File: config.mk
export PLATFORM = sky130hd
export DESIGN_NAME = qslerp_sin
export DESIGN_NICKNAME = d
export VERILOG_FILES = /design/src/sv/qslerp_pkg.sv /design/src/sv/qslerp_sin.sv
export SDC_FILE = /design/constraint.sdc
export NUM_CORES = 2
export LEC_CHECK = 0
export BUFFER_PORTS_ARGS = -buffer_cell sky130_fd_sc_hd__clkbuf_2
export CORE_MARGIN = 2
export CORE_UTILIZATION = 59
export DETAILED_ROUTE_END_ITERATION = 10
export HOLD_SLACK_MARGIN = 0.02
export PLACE_DENSITY_LB_ADDON = 0.12
export SYNTH_ARGS = -nofsm -noshare
export SYNTH_HDL_FRONTEND = slang
export SYNTH_SLANG_ARGS = --single-unit
File: constraint.sdc
create_clock -name clk -period 6.1 [get_ports clk]
set_input_delay 1.22 -clock clk [delete_from_list [all_inputs] [get_ports clk]]
set_output_delay 1.22 -clock clk [all_outputs]
set_load 0.01 [all_outputs]
File: src/sv/qslerp_pkg.sv
// Shared constants for the quaternion slerp pipeline.
// Q.30 angle constants, arctangent table, stream widths. No dependencies.
package qslerp_pkg;

  localparam int CORDIC_STEPS_DEF = 16;
  localparam int ATAN_LEN         = 24;
  localparam int CW               = 34;   // CORDIC datapath width, signed

  localparam int IN_TDATA_W  = 152;
  localparam int OUT_TDATA_W = 64;
  localparam int OUT_TUSER_W = 2;

  localparam logic [31:0] ONE_Q30     = 32'd1073741824;
  localparam logic [31:0] PI_Q30      = 32'd3373259426;
  localparam logic [31:0] HALF_PI_Q30 = 32'd1686629713;
  localparam logic [31:0] GAIN_Q30    = 32'd652032874;

  localparam logic [15:0] THR_RESET = 16'd66;
  localparam logic [16:0] T_ONE     = 17'd65536;

  // atan(2^-i) in Q.30 radians
  localparam logic [31:0] ATAN_TAB [ATAN_LEN] = '{
    32'd843314856, 32'd497837829, 32'd263043836, 32'd133525158, 32'd67021686,
    32'd33543515,  32'd16775850,  32'd8388437,   32'd4194282,   32'd2097149,
    32'd1048575,   32'd524287,    32'd262143,    32'd131071,    32'd65535,
    32'd32767,     32'd16383,     32'd8191,      32'd4095,      32'd2047,
    32'd1023,      32'd511,       32'd255,       32'd127
  };

endpackage

File: src/sv/qslerp_sin.sv
// Pipelined rotation-mode CORDIC sine for angles in [0, pi], Q.30.
// Uses qslerp_pkg. Advances on en.
module qslerp_sin #(
  parameter int STEPS = qslerp_pkg::CORDIC_STEPS_DEF
) (
  input  logic        clk,
  input  logic        en,
  input  logic [31:0] ang_i,
  output logic [30:0] sin_o
);
  import qslerp_pkg::*;

  logic signed [CW-1:0] x_r [STEPS+1];
  logic signed [CW-1:0] y_r [STEPS+1];
  logic signed [CW-1:0] z_r [STEPS+1];
  logic [31:0]          fold;
  logic [30:0]          sin_r;

  // fold to [0, pi/2]
  assign fold = (ang_i > HALF_PI_Q30) ? (PI_Q30 - ang_i) : ang_i;

  always_ff @(posedge clk) begin
    if (en) begin
      x_r[0] <= $signed({{(CW-32){1'b0}}, GAIN_Q30});
      y_r[0] <= '0;
      z_r[0] <= $signed({{(CW-32){1'b0}}, fold});
    end
  end

  for (genvar i = 0; i < STEPS; i++) begin : g_it
    logic signed [CW-1:0] atan;
    assign atan = $signed({{(CW-32){1'b0}}, ATAN_TAB[i]});
    always_ff @(posedge clk) begin
      if (en) begin
        if (z_r[i] >= 0) begin
          x_r[i+1] <= x_r[i] - (y_r[i] >>> i);
          y_r[i+1] <= y_r[i] + (x_r[i] >>> i);
          z_r[i+1] <= z_r[i] - atan;
        end else begin
          x_r[i+1] <= x_r[i] + (y_r[i] >>> i);
          y_r[i+1] <= y_r[i] - (x_r[i] >>> i);
          z_r[i+1] <= z_r[i] + atan;
        end
      end
    end
  end

  always_ff @(posedge clk) begin
    if (en) begin
      if (y_r[STEPS] < 0) begin
        sin_r <= '0;
      end else if (y_r[STEPS] > $signed({{(CW-32){1'b0}}, ONE_Q30})) begin
        sin_r <= ONE_Q30[30:0];
      end else begin
        sin_r <= y_r[STEPS][30:0];
      end
    end
  end

  assign sin_o = sin_r;

endmodule
==> flow_summary.toml <==
[outcome]
status = "finished, final reports clean"

[setup_path]
slowest_stage = "o41ai_1"
crit_chain = "or3_1 -> or2_2 -> or4b_1 -> nor2_1 -> nand2_1 -> nand2_1 -> xnor2_1 -> ha_1 -> a21o_1 -> a21o_1 -> a21oi_1 -> o21ai_0 -> a221o_1 -> a211oi_1 -> nor2_1 -> o41ai_1 -> o2111ai_1 -> a21oi_1 -> xnor2_1"
crit_arrival_ns = 6.23
path_class = "flip-flop to flip-flop"
cpPeakStageDelay_ns = 0.62
worstPathMaxFanout = 6
endpoint_kind = "flip-flop"
start_kind = "flip-flop"
crit_required_ns = 6.68

[drt]
avgViaCountPerCell = 6.30
wl_mm = 328
num_vias = 100000
wire_per_inst_um = 20.5
dr.pass1.iters = 6
drc_errors = 0
drtAntennaViolNets = 0
drt_iter0_markers = 9405

[logic_synthesis]
synth_seq_cells = 1443
synth.cell_area_um2 = 122000
yosysTopAreaCellShare_pct = 35.4
yosysSeqAreaShare_pct = 35.4
postSynthCellCount = 13200
ys_warn_count = 0
synthTopCellsByArea = "edfxtp_1 35%, ha_1 12%, xnor2_1 9.0%, a21oi_1 5.3%, xor2_1 4.4%"
synth_edf_count = 1443
synth_nets = 14400
synthMostInstantiatedCell = "edfxtp_1"
synth_top_cells_by_count = "1,443 x edfxtp_1, 1,304 x a21oi_1, 1,260 x xnor2_1"
synth_top_area_cell = "edfxtp_1"
ys_types = 99
dominantRegCellSynth = "edfxtp_1"
async_flop_share_pct = 0
synth.avg_cell_area_um2 = 9.25

[cts]
cts_buffer_depth = 3
numCtsBuffers = 167
worst_setup_hold_path_clk_slew_ns = 0.07
cts_tree = "done"
clock-sinks = 1443
holdBufCountCts = 0
post_cts_buffers = 0
clk_latency_ns = 0.86
htreeDepth = 4
root_buffer = "clkbuf_16"

[timing]
worst_slack_ns = 0.458
setup_viol_count_final = 0
fin_skew_ns = 0.0458
max_freq_ghz = 0.177
fin_setup_tns_ns = 0
rsz0062_at_grt = "no"
maxSlewHeadroom_pct = 18.5
worst_pin_slew_ns = 1.22
slew_violations = 0
layout_min_cycle_time_ns = 5.64
min_period_over_period_pct = 92.5
hold_viol = 0

[finish]
syn_to_final_growth_pct = 6.94
fin_nets = 14300
design_area_um2 = 131000
drive_gt1_share_pct = 4.45

[global_route]
antenna_found_initial = 3
grt_pass1_vias = 95300
grt-ovfl-total = 0
track_usage_pct = 30.3
grt_max_degree = 166
grt_pass1_wl_mm = 519

[placed_design]
dp_worst_setup_slack_ns = 0.184
dpl_cell_area_um2 = 125000
dp_hpwl_mm = 256
gp_congestion = 0.982
portBuffers = 64

[floorplanning]
initial_utilization_pct = 59.2
die_w_um = 460
num_rows = 167
dieArea_um2 = 211000
die_h_um = 460
num_io_pins = 65
core_um2 = 207000

[worst_hold_path]
holdCritPathClass = "flip-flop to flip-flop"

[job]
drv_cap = 0
## per-layer routing
| metal | vias to the layer above | global-route usage, % | share of wire, % |
|---|---|---|---|
| li1 | 48700 | - | - |
| met1 | 47900 | 41.6 | 44 |
| met2 | 3343 | 49.4 | 46 |
| met3 | 540 | 3.99 | 6.5 |
| met4 | 0 | 9.90 | 3.2 |
| met5 | - | 0 | 0 |
## cell families (layout without fill, tap and decap cells)
family                   Yosys count  in the layout  synth area share (%)
AO/OA/AOI/OAI                   3978           3978                  20.5
AND/OR/NAND/NOR                 3689           3689                  14.8
XOR/XNOR                        1880           1880                  13.4
flip-flops                      1443           1443                  35.4
adder cells (fa/ha/maj)         1176           1176                  12.1
buffers and inverters            992           1010                  3.07
multiplexers                      76             76                 0.641
other                              0              2                     0
## cell usage in the layout (no fill, tap or decap), types with 34 or more instances in the layout
master	n
a211o_1	34
a211oi_1	93
a21boi_0	54
a21o_1	567
a21oi_1	1304
a31oi_1	114
a41oi_1	40
and2_1	97
and3_1	114
buf_4	119
clkbuf_16	169
clkbuf_2	63
edfxtp_1	1443
ha_1	1129
inv_1	506
mux2i_1	57
nand2_1	872
nand2b_1	216
nand3_1	246
nand4_1	123
nor2_1	976
nor2b_1	188
nor3_1	354
nor4_1	115
o211ai_1	62
o21a_1	154
o21ai_0	753
o21ai_1	59
o21bai_1	129
o22ai_1	54
o31ai_1	153
o41ai_1	56
or2_2	46
or3_1	139
or4_1	45
xnor2_1	1260
xor2_1	620
## flip-flops by register name, indices dropped and copies added, names as in the netlist
signal and cells:
sin_o 31, x_r 426, y_r 477, z_r 509
## timing repair
| action | in CTS | in global routing |
|---|---|---|
| setup endpoints to repair | 0 | 3 |
| gates resized for setup | 0 | 1 |
| hold endpoints to repair | 0 | 0 |
## through the flow
| step | utilization, % | hold WS [ns] | std cells |
|---|---|---|---|
| 2_1_floorplan | - | 0.400 | 13200 |
| 3_3_place_gp | 60.7 | 0.408 | 15700 |
| 3_5_place_dp | 60.7 | 0.408 | 15700 |
| 4_1_cts | 63.4 | 0.423 | 16000 |
| 5_1_grt | 63.4 | 0.436 | 16000 |
| 6_report | 63.4 | 0.428 | 16000 |
## final cells by class
class                   instances  area (µm²)
flip-flops and latches       1443       43300
inverters                     519        1950
fillers                     17200       75700
clock buffers                 194        4320
clock inverters               107        1190
multi-input cells           10800       75400
diodes                          2        5.00
repair buffers                190        1370
well taps                    2704        3380
## final timing paths
check / from / to / slack (ns) / cells past startpoint
max reg2reg: y_r[3][6] / x_r[4][33] / 0.46 / 19
min reg2reg: z_r[6][0] / z_r[7][0] / 0.43 / 0
min: z_r[6][0] / z_r[7][0] / 0.43 / 0
max: y_r[3][6] / x_r[4][33] / 0.46 / 19
## critical path: cells and delay by family (launching register included)
family	cells	cell delay (ns)
AOI/OAI and AO/OA	9	2.41
and+or+nand+nor	7	1.98
DFF	1	0.46
adders and majority gates	1	0.31
xor gates and xnor gates	2	0.22
Power is not shown: default switching activity piles up to over one toggle a cycle in this logic, so the estimate is an artifact.
